**src/rtl/core/pbga_pkg.sv**
```systemverilog
// Shared types and constants for the piecewise Bezier gait angle block.
`default_nettype none

package pbga_pkg;

    // Default widths of the fraction and of one packed angle.
    localparam int FRACTION_BITS_DEF = 16;
    localparam int ANGLE_BITS_DEF    = 16;

    // Number of gait phases and the width of a phase number.
    localparam int PHASES  = 5;
    localparam int PHASE_W = 3;

    // Width of the configuration register index.
    localparam int CFG_IDX_W = 3;

    // Configuration register indexes.
    typedef enum logic [CFG_IDX_W-1:0] {
        REG_PHASE0_POINTS = 3'd0,
        REG_PHASE1_POINTS = 3'd1,
        REG_PHASE2_POINTS = 3'd2,
        REG_PHASE3_POINTS = 3'd3,
        REG_PHASE4_POINTS = 3'd4
    } cfg_reg_t;

    // Reset values of the packed control point registers, one per phase.
    localparam logic [47:0] PHASE_RESET [PHASES] = '{
        48'd8246463037440,
        48'd2748904900480,
        48'd16492716360320,
        48'd32985684381440,
        48'd503324160
    };

endpackage : pbga_pkg

`default_nettype wire

```
**src/rtl/core/pbga_cell.sv**
```systemverilog
// One de Casteljau cell: blends neighboring points by u and s, one level a cell.
`default_nettype none

module pbga_cell #(
    parameter int FRACTION_BITS = pbga_pkg::FRACTION_BITS_DEF,
    parameter int POINTS        = 4,
    parameter int IN_BITS       = pbga_pkg::ANGLE_BITS_DEF
) (
    input  logic                                        aclk,
    input  logic                                        aresetn,
    input  logic                                        in_valid,
    output logic                                        in_ready,
    input  logic [pbga_pkg::PHASE_W-1:0]                in_phase,
    input  logic [FRACTION_BITS:0]                      in_s,
    input  logic [FRACTION_BITS:0]                      in_u,
    input  logic [POINTS*IN_BITS-1:0]                   in_pts,
    output logic                                        out_valid,
    input  logic                                        out_ready,
    output logic [pbga_pkg::PHASE_W-1:0]                out_phase,
    output logic [FRACTION_BITS:0]                      out_s,
    output logic [FRACTION_BITS:0]                      out_u,
    output logic [(POINTS-1)*(IN_BITS+FRACTION_BITS)-1:0] out_pts
);
    import pbga_pkg::*;

    localparam int F  = FRACTION_BITS;
    localparam int WI = IN_BITS;
    localparam int WO = IN_BITS + FRACTION_BITS;
    localparam int WP = IN_BITS + FRACTION_BITS + 2;
    localparam int NO = POINTS - 1;

    logic [NO*WO-1:0]   pts_next;
    logic [NO*WO-1:0]   pts_reg;
    logic               valid_reg;
    logic               valid_next;
    logic [PHASE_W-1:0] phase_reg;
    logic [F:0]         s_reg;
    logic [F:0]         u_reg;

    // Each lane forms u*P[i] + s*P[i+1]. With u + s equal to one the sum is
    // a convex combination and fits the output width exactly.
    for (genvar i = 0; i < NO; i++) begin : g_lane
        logic signed [WI-1:0] pa;
        logic signed [WI-1:0] pb;
        logic signed [WP-1:0] blend;

        assign pa    = $signed(in_pts[i*WI +: WI]);
        assign pb    = $signed(in_pts[(i+1)*WI +: WI]);
        assign blend = pa * $signed({1'b0, in_u}) + pb * $signed({1'b0, in_s});
        assign pts_next[i*WO +: WO] = blend[WO-1:0];
    end

    // Stage handshake.
    assign in_ready   = !valid_reg || out_ready;
    assign valid_next = in_ready ? in_valid : valid_reg;

    always_ff @(posedge aclk) begin
        if (!aresetn) begin
            valid_reg <= 1'b0;
        end else begin
            valid_reg <= valid_next;
        end
    end

    always_ff @(posedge aclk) begin
        if (in_ready && in_valid) begin
            phase_reg <= in_phase;
            s_reg     <= in_s;
            u_reg     <= in_u;
            pts_reg   <= pts_next;
        end
    end

    assign out_valid = valid_reg;
    assign out_phase = phase_reg;
    assign out_s     = s_reg;
    assign out_u     = u_reg;
    assign out_pts   = pts_reg;

endmodule : pbga_cell

`default_nettype wire

```
**config.mk**
```make
export PLATFORM = sky130hd
export DESIGN_NAME = pbga_cell
export DESIGN_NICKNAME = d
export VERILOG_FILES = /design/src/rtl/core/pbga_pkg.sv /design/src/rtl/core/pbga_cell.sv
export SDC_FILE = /design/constraint.sdc
export NUM_CORES = 2
export LEC_CHECK = 0
export ABC_AREA = 1
export BUFFER_PORTS_ARGS = -buffer_cell sky130_fd_sc_hd__buf_2
export CAP_MARGIN = 40
export CORE_UTILIZATION = 55
export DETAILED_ROUTE_END_ITERATION = 7
export HOLD_SLACK_MARGIN = 0.05
export PLACE_DENSITY = 0.83
export SYNTH_ARGS = -nofsm -noshare
export SYNTH_HDL_FRONTEND = slang
export SYNTH_SLANG_ARGS = --single-unit
```
**constraint.sdc**
```tcl
create_clock -name aclk -period 12.54 [get_ports aclk]
set_clock_uncertainty 0.15 [all_clocks]
set_input_delay 1.881 -clock aclk [delete_from_list [all_inputs] [get_ports aclk]]
set_output_delay 1.881 -clock aclk [all_outputs]
set_load 0.1 [all_outputs]
```
==> impl_metrics.tcl <==
set metrics [dict create \
    synth_cell_type_count 37 \
    cts_buffers 17 \
    r2r_start "out_valid" \
    syn-num-nets 10129 \
    yosys_register_bits 134 \
    fin_crit_sh_pct 72.7 \
    cts_tree "yes" \
    wl_per_cell_um 18.3 \
    io_pins 240 \
    fin_nets 10083 \
    antenna_found_initial 10 \
    cp.arrival_ps 9260 \
    drive_gt1_share_pct 4.42 \
    overflow 0 \
    r2r-end "out_s[12]" \
    track_usage_pct 31.4 \
    cts_setup_buffers 0 \
    dp_hpwl_um 136000 \
    dp_cells 9388 \
    min-delay-start "out_valid" \
    multi_input_area_um2 47200 \
    rsz0062_at_grt "false" \
    syn_area_per_cell_um2 7.93 \
    grt_pass1_wl_um 283000 \
    clk_path_buf_depth 2 \
    clock.fmax_mhz 110 \
    yosysSeqAreaShare_pct 6.36 \
    rrSetupSlack_ps 10310 \
    grt_pass1_vias 54583 \
    drtIter0Drc 4127 \
    cts_resized 0 \
    setup_tns_ps 0 \
    area_delta_synth_final_pct 4.52 \
    std_cell_rows 123 \
    die_y_um 341 \
    holdBufCountCts 0 \
    path_class "input port to register" \
    drc 0 \
    clock_sinks 134 \
    fill_cells 9701 \
    clkSlewWorstSetupHoldPaths_ps 70 \
    root_buffer "clkbuf_16" \
    hold_path_depth 2 \
    holdPathEnd "out_valid" \
    die_area_um2 116000 \
    tightestPinTransition_ps 1030 \
    cp-end-kind "register" \
    vias 49498 \
    period_needed_ps 9120 \
    final_cells 9426 \
    initial_core_util_pct 55.8 \
    yosys_warnings 0 \
    h-tree-depth 4 \
    drt_first_pass_iters 6 \
    syn-cell-area_um2 63100 \
    port_buffers 239 \
    path_max_fanout 27 \
    seqCellArea_um2 4010 \
    cap_violations 0 \
    antenna_left 0 \
    synth-edff-count 133 \
    dieWidth_um 341 \
    r2r_cells 2 \
    synthCells 7954 \
    start_kind "input port" \
    vias_per_cell 5.25 \
    synth-async-reset-ratio_pct 0 \
    grt_max_degree 56 \
    slew_viol_final 0 \
    coreArea_um2 113000 \
    finalSetupViolations 0 \
    hp-class "register to register" \
    clock_latency_ps 540 \
    critPathRequiredTime_ps 12680 \
    hold_violations 0 \
    gp_congestion 0.919 \
    status "complete, no violations" \
    synth_ff_type "edfxtp_1" \
    routed_wl_um 172000 \
    max-slew-margin-rel_pct 31.5 \
]
critical path: stages:
cell and delay [ps]:
buf_2 540, buf_4 600, nand2_1 110, inv_1 120, fa_1 450, fa_1 550, inv_1 60, fa_1 500
fa_1 530, inv_1 60, fa_1 560, fa_1 430, fa_1 490, inv_1 50, fa_1 490, inv_1 50
ha_1 350, nand2_1 130, inv_1 70, a21oi_2 280, nand3_2 190, nand2_1 130, inv_1 50, nor2_1 340
inv_1 70, nand2_1 70, nand2_1 60
synth_stat cells (2+ instances only):
master,count,area [um^2]
o21ai_1,4,20.0
nand2_1,2011,7550
edfxtp_1,133,3990
ha_1,651,8150
clkbuf_1,299,1120
and2_1,4,25.0
buf_1,54,203
nor3_1,17,85.1
inv_2,3,11.3
inv_1,2783,10400
nand4_1,37,231
a21o_1,3,22.5
nor2_2,9,56.3
nand3b_1,9,67.6
nand2_2,3,18.8
fa_1,1419,28400
nand3_2,4,40.0
nand3_1,84,420
a21oi_2,3,26.3
a21oi_1,90,450
or2_2,2,12.5
clkinv_1,2,7.51
o21bai_1,16,120
buf_2,4,20.0
xnor2_1,17,149
nor2_1,201,754
xor2_1,43,377
o21ai_0,38,190
or2_1,3,18.8
worst max path at each step:
| stage | startpoint | end | slack (ps) |
|---|---|---|---|
| floorplan | in_valid | out_phase[0] | 3400 |
| detailed placement | in_u[3] | out_pts[95] | 3010 |
| global route | in_u[3] | out_pts[95] | 3110 |
| global placement | in_pts[47] | out_pts[95] | 3110 |
| finish | in_u[3] | out_pts[95] | 3420 |
| CTS | in_u[3] | out_pts[95] | 3580 |
metal layers:
layer | part of all wire [%] | global-route usage (%) | vias up
li1 | - | - | 21828
met1 | 37 | 39.7 | 24344
met2 | 48 | 51.8 | 2686
met3 | 10 | 6.67 | 630
met4 | 5.2 | 14.2 | 10
met5 | 0.037 | 0 | -
layout make-up:
cell class                      instances  area share (%)
Multi-Input combinational cell       4674            71.7
Inverter                             2788            15.9
Sequential cell                       134            6.09
Tap cell                             1500            2.85
Timing Repair Buffer                  293            2.65
Clock buffer                           19           0.672
Clock inverter                         13           0.165
Antenna cell                            5          0.0190
through the flow:
stage | setup WS [ps] | utilization [%] | hold slack [ps] | instance area [um^2]
global placement | 3110 | 57.6 | 372 | 65100
CTS | 3580 | 58.2 | 400 | 65900
finish | 3420 | 58.3 | 401 | 65900
detailed placement | 3010 | 57.8 | 386 | 65300
floorplan | 3400 | - | 1550 | 63100
global route | 3110 | 58.3 | 452 | 65900
kinds of logic (layout without fill, tap and decap cells):
| logic type | Yosys count | after routing | synth area share (%) |
|---|---|---|---|
| XOR/XNOR | 60 | 60 | 0.833 |
| AND/OR/NAND/NOR | 2387 | 2387 | 14.7 |
| AO/OA/AOI/OAI | 157 | 157 | 1.35 |
| other | 0 | 5 | 0 |
| flip-flops | 134 | 134 | 6.36 |
| buffers and inverters | 3146 | 3113 | 18.7 |
| adder cells (fa/ha/maj) | 2070 | 2070 | 58.0 |
cells in the final DEF, fill, tap and decap left out, drive strengths merged:
master | Yosys | final
a21oi | 93 | 93
fa | 1419 | 1419
a21boi | 2 | 2
o21ai | 42 | 42
a31oi | 1 | 1
nand3 | 88 | 88
nor4 | 1 | 1
diode | 0 | 5
nor2 | 210 | 210
or2 | 5 | 5
buf | 59 | 293
clkinv | 2 | 7
and3 | 1 | 1
xnor2 | 17 | 17
inv | 2786 | 2794
a21o | 3 | 3
nand3b | 9 | 9
and2 | 4 | 4
dfxtp | 1 | 1
clkbuf | 299 | 19
ha | 651 | 651
nand4 | 37 | 37
o21bai | 16 | 16
xor2 | 43 | 43
nand2 | 2014 | 2014
nor3 | 18 | 18
edfxtp | 133 | 133
flip-flops by register name, summed over array words and instances, names as in the netlist:
register and flops:
out_valid 1, out_u 17, out_s 17, out_phase 3, out_pts 96
Power is left out: the tool's default activity adds up to more than one toggle a clock period on the data nets, which glitch-free logic cannot reach.
