--- config.mk ---
export PLATFORM = sky130hd
export DESIGN_NAME = pbga_select
export DESIGN_NICKNAME = d
export VERILOG_FILES = /design/src/rtl/core/pbga_pkg.sv /design/src/rtl/core/pbga_select.sv
export SDC_FILE = /design/constraint.sdc
export NUM_CORES = 1
export LEC_CHECK = 0
export BUFFER_PORTS_ARGS = -buffer_cell sky130_fd_sc_hd__buf_2
export CORE_MARGIN = 2
export CORE_UTILIZATION = 55
export DETAILED_ROUTE_END_ITERATION = 8
export HOLD_SLACK_MARGIN = 0.12
export PLACE_DENSITY = 0.74
export SYNTH_ARGS = -nofsm -noshare
export SYNTH_HDL_FRONTEND = slang
export SYNTH_SLANG_ARGS = --single-unit
--- constraint.sdc ---
create_clock -name aclk -period 9.4 [get_ports aclk]
set_input_delay 1.41 -clock aclk [delete_from_list [all_inputs] [get_ports aclk]]
set_output_delay 1.41 -clock aclk [all_outputs]
set_load 0.005 [all_outputs]
--- src/rtl/core/pbga_pkg.sv ---
// Shared types and constants for the piecewise Bezier gait angle block.
`default_nettype none

package pbga_pkg;

    // Default widths of the fraction and of one packed angle.
    localparam int FRACTION_BITS_DEF = 16;
    localparam int ANGLE_BITS_DEF    = 16;

    // Number of gait phases and the width of a phase number.
    localparam int PHASES  = 5;
    localparam int PHASE_W = 3;

    // Width of the configuration register index.
    localparam int CFG_IDX_W = 3;

    // Configuration register indexes.
    typedef enum logic [CFG_IDX_W-1:0] {
        REG_PHASE0_POINTS = 3'd0,
        REG_PHASE1_POINTS = 3'd1,
        REG_PHASE2_POINTS = 3'd2,
        REG_PHASE3_POINTS = 3'd3,
        REG_PHASE4_POINTS = 3'd4
    } cfg_reg_t;

    // Reset values of the packed control point registers, one per phase.
    localparam logic [47:0] PHASE_RESET [PHASES] = '{
        48'd8246463037440,
        48'd2748904900480,
        48'd16492716360320,
        48'd32985684381440,
        48'd503324160
    };

endpackage : pbga_pkg

`default_nettype wire

--- src/rtl/core/pbga_select.sv ---
// Front cell: control point registers, phase selection and local parameter.
`default_nettype none

module pbga_select #(
    parameter int FRACTION_BITS = pbga_pkg::FRACTION_BITS_DEF,
    parameter int ANGLE_BITS    = pbga_pkg::ANGLE_BITS_DEF
) (
    input  logic                             aclk,
    input  logic                             aresetn,
    input  logic                             cfg_wr_en,
    input  logic [pbga_pkg::CFG_IDX_W-1:0]   cfg_wr_index,
    input  logic [3*ANGLE_BITS-1:0]          cfg_wr_data,
    input  logic                             in_valid,
    output logic                             in_ready,
    input  logic [FRACTION_BITS:0]           in_fraction,
    output logic                             out_valid,
    input  logic                             out_ready,
    output logic [pbga_pkg::PHASE_W-1:0]     out_phase,
    output logic [FRACTION_BITS:0]           out_s,
    output logic [FRACTION_BITS:0]           out_u,
    output logic [4*ANGLE_BITS-1:0]          out_pts
);
    import pbga_pkg::*;

    localparam int F  = FRACTION_BITS;
    localparam int A  = ANGLE_BITS;
    localparam int CW = 3 * A;
    localparam int TW = F + 3;
    localparam logic [F:0] ONE = (F+1)'(1) << F;

    logic [CW-1:0]      points_reg [PHASES];
    logic [F:0]         t_sat;
    logic [TW-1:0]      five_t;
    logic [TW-1:0]      s_full;
    logic [PHASE_W-1:0] phase_next;
    logic [F:0]         s_next;
    logic [F:0]         u_next;
    logic [CW-1:0]      sel_points;
    logic [4*A-1:0]     pts_next;
    logic               valid_reg;
    logic               valid_next;
    logic [PHASE_W-1:0] phase_reg;
    logic [F:0]         s_reg;
    logic [F:0]         u_reg;
    logic [4*A-1:0]     pts_reg;

    // Configuration writes; indexes past the last phase are dropped.
    always_ff @(posedge aclk) begin
        if (!aresetn) begin
            for (int i = 0; i < PHASES; i++) begin
                points_reg[i] <= CW'(PHASE_RESET[i]);
            end
        end else if (cfg_wr_en &&
                     (cfg_wr_index inside {[REG_PHASE0_POINTS:REG_PHASE4_POINTS]})) begin
            points_reg[cfg_wr_index] <= cfg_wr_data;
        end
    end

    // Saturate the fraction, scale by five and find the phase. A boundary
    // value belongs to the earlier phase, so the compares are strict.
    always_comb begin
        t_sat      = (in_fraction > ONE) ? ONE : in_fraction;
        five_t     = (TW'(t_sat) << 2) + TW'(t_sat);
        phase_next = '0;
        for (int j = 1; j < PHASES; j++) begin
            if (five_t > (TW'(j) << F)) begin
                phase_next = phase_next + PHASE_W'(1);
            end
        end
        s_full     = five_t - (TW'(phase_next) << F);
        s_next     = s_full[F:0];
        u_next     = ONE - s_next;
        sel_points = points_reg[phase_next];
    end

    // The last control point is used twice.
    assign pts_next = {sel_points[3*A-1:2*A], sel_points[3*A-1:2*A],
                       sel_points[2*A-1:A],   sel_points[A-1:0]};

    // Stage handshake: take a request when empty or when draining.
    assign in_ready   = !valid_reg || out_ready;
    assign valid_next = in_ready ? in_valid : valid_reg;

    always_ff @(posedge aclk) begin
        if (!aresetn) begin
            valid_reg <= 1'b0;
        end else begin
            valid_reg <= valid_next;
        end
    end

    always_ff @(posedge aclk) begin
        if (in_ready && in_valid) begin
            phase_reg <= phase_next;
            s_reg     <= s_next;
            u_reg     <= u_next;
            pts_reg   <= pts_next;
        end
    end

    assign out_valid = valid_reg;
    assign out_phase = phase_reg;
    assign out_s     = s_reg;
    assign out_u     = u_reg;
    assign out_pts   = pts_reg;

endmodule : pbga_select

`default_nettype wire

==> metrics.yaml <==
status:
  run_status: "complete, no violations"
global_routing:
  grt_antenna_before_repair: 7
  grt_first_pass_wirelength_mm: 89.87
  grt_start_max_net_pins: 97
  overflow: 0
  first_global_vias: 15750
  gr-usage-all-layers: 0.2789
clock_network:
  clock_sinks: 469
  cts_made_buffers: 49
  post_cts_buffers: 0
  clkTransAtPathRegs_ns: 0.06
  cts_tree: "built"
  h-tree-depth: 2
  clockBufferDepth: 3
  clk_latency_ns: 0.60
  cts_root_buffer: "clkbuf_16"
  hold_buffers: 0
  cts_resized: 0
timing:
  period_share: 0.9441
  max-slew-margin-rel: 0.2327
  whs_ns: 0.5421
  final_max_slew_viol_count: 0
  fin_skew_ns: 0.01631
  fin_crit_ns: 8.874
  clock.fmax_ghz: 0.1127
  grt_setup_unrepaired: "no"
  setup_viol: 0
  finalHoldViolations: 0
  fin_setup_tns_ns: 0
  worst_slew_pin_slew_ns: 1.151
yosys:
  ys_types: 71
  netlist.area_leader.share: 0.6348
  synth-seq-cells: 469
  yosys.area.top_type: "edfxtp_1"
  synth_edf_count: 468
  ys_warn_count: 0
  synth_area_leaders: "edfxtp_1 63%, and2_1 5.9%, a2111oi_0 3.8%"
  syn_area_per_cell_um2: 12.81
  yosysSeqAreaShare: 0.6357
  syn_inst: 1728
  synthFlopType: "edfxtp_1"
  synth.cell_area_um2: 22140
  synth-async-reset-ratio: 0
detailed_routing:
  firstDrtPassIters: 6
  remaining_drc_errors: 0
  routed_wl_mm: 57.99
  drt-initial-drc-count: 1345
  routed_via_density: 6.215
  ant_nets: 0
  wire_per_inst_um: 23.02
  dr_total_vias: 15660
placed_design:
  dp_hpwl_mm: 31.52
  gp_congestion: 0.8910
  io_buffers: 175
floorplan:
  io_pins: 176
  initial_core_util: 0.5572
  die_h_um: 204.6
  core_area_um2: 39730
  die-area_um2: 41870
  die_w_um: 204.6
  placementRows: 73
cells_and_area:
  fin_util: 0.6419
  final_nets: 2046
  syn_to_final_growth_pct: 15.20
  largest_reg_flops: 384
  drive_gt1_frac: 0.1612
worst_setup_path:
  worstReg2RegStart: "out_valid"
  cp-startpoint: "in_fraction[0]"
  worst_ep_arrival_time_ns: 9.18
  crit_path_end_kind: "register"
  crit_path_top_delay_cell: "a2111oi_0"
  critPathLaunchType: "input port"
  cp_max_fo: 45
  crit_buf_inv: 6
  crit_family: "simple AND/OR/NAND/NOR gates"
  crit_path_max_incr_delay_ns: 0.66
  critPathKind: "input port to register"
  worstPathRequired_ns: 9.70
pwr:
  p_leak_uw: 0.009197
  vdd_ir_drop_max_uv: 165.8
  p_per_area_nw_per_um2: 223.1
min_path:
  hp-start: "out_valid"
  hp-class: "register to register"
job:
  max_cap_viol_count: 0
final timing paths:
kind / to / slack (ns) / cells past startpoint
setup reg to reg: out_pts[49] / 7.30 / 3
hold / removal: out_valid / 0.54 / 2
hold reg to reg: out_valid / 0.54 / 2
setup / recovery: out_pts[7] / 0.53 / 28
per-stage QoR:
step / cell area [µm²] / std cells / setup WS [ns] / power (µW)
after CTS: 25500 / 2516 / 0.6276 / 5697
after global placement: 23970 / 2429 / 0.4769 / 3799
after global routing: 25500 / 2519 / 0.04221 / 5909
final: 25500 / 2519 / 0.5256 / 5690
after floorplan: 22680 / 1871 / 1.106 / 3403
after detailed placement: 23970 / 2429 / 0.04333 / 3839
cells in the mapped netlist, types with 5 or more instances:
cell type / number
o21ai_0: 9
nor2_1: 20
and2_1: 208
or3_1: 70
nor2b_1: 5
ha_1: 17
o211ai_1: 54
edfxtp_1: 468
nor3b_1: 49
nand3_1: 9
clkbuf_1: 148
nand2b_1: 34
xnor2_1: 12
and3_1: 101
xor2_1: 11
nand2_1: 20
buf_4: 19
buf_2: 7
nor4_1: 51
a211oi_1: 97
a21oi_1: 61
nor3_1: 59
or2_2: 5
inv_1: 17
a2111oi_0: 97
kinds of logic after synthesis:
logic type	count (synthesis)	share of synthesized area
multiplexers	1	0.0005086
flip-flops	469	0.6357
other	1	0.0001694
XOR/XNOR	23	0.009099
AO/OA/AOI/OAI	360	0.1231
AND/OR/NAND/NOR	655	0.1819
buffers and inverters	200	0.03854
adder cells (fa/ha/maj)	19	0.01096
power breakdown:
| part | internal, µW | switching, µW |
|---|---|---|
| clock | 1070 | 804 |
| sequential | 2550 | 70.4 |
| combinational | 420 | 776 |
placed cells by master (no fill, tap or decap), types with 4 or more instances in the layout:
cell and count:
nand2_1 19, a2111oi_0 96, a21oi_1 61, o21ai_0 7
or2_2 6, conb_1 144, nor2_1 18, nand3b_1 4
o211ai_1 54, ha_1 17, nor2b_1 5, or3_1 70
o2111ai_1 4, buf_2 175, nand2b_1 31, nor4_1 51
a21o_1 4, bufinv_16 4, and3_1 101, buf_12 7
clkbuf_1 8, xnor2_1 12, and2_1 207, xor2_1 11
edfxtp_1 468, clkinv_2 12, o31ai_1 4, clkinv_1 9
nor3_1 57, nor3b_1 48, a211oi_1 97, nand3_1 9
buf_4 32, clkbuf_16 49, inv_1 17
routing by layer:
layer  share of wire  up-vias  GRT usage
li1                -     7072          -
met1            0.40     7737     0.3656
met2            0.50      714     0.4739
met3           0.075      124    0.03770
met4           0.028        8     0.1056
met5         0.00079        -          0
layout make-up:
type	instances	area, µm²
multi-input combinational	1202	7911
clock inverter	30	270.3
sequential	469	14070
fill	3056	14230
clock buffer	57	1256
timing repair buffer	214	1256
inverter	19	72.57
antenna	3	7.507
tap	525	656.9
worst reg2reg max path: cells and delay by family (launching register included):
family                 cells  cell delay (ns)
buffers and inverters      1             0.79
DFF                        1             0.31
and+or+nand+nor            2             0.62
No activity file was read; power rests on OpenSTA's default activity.
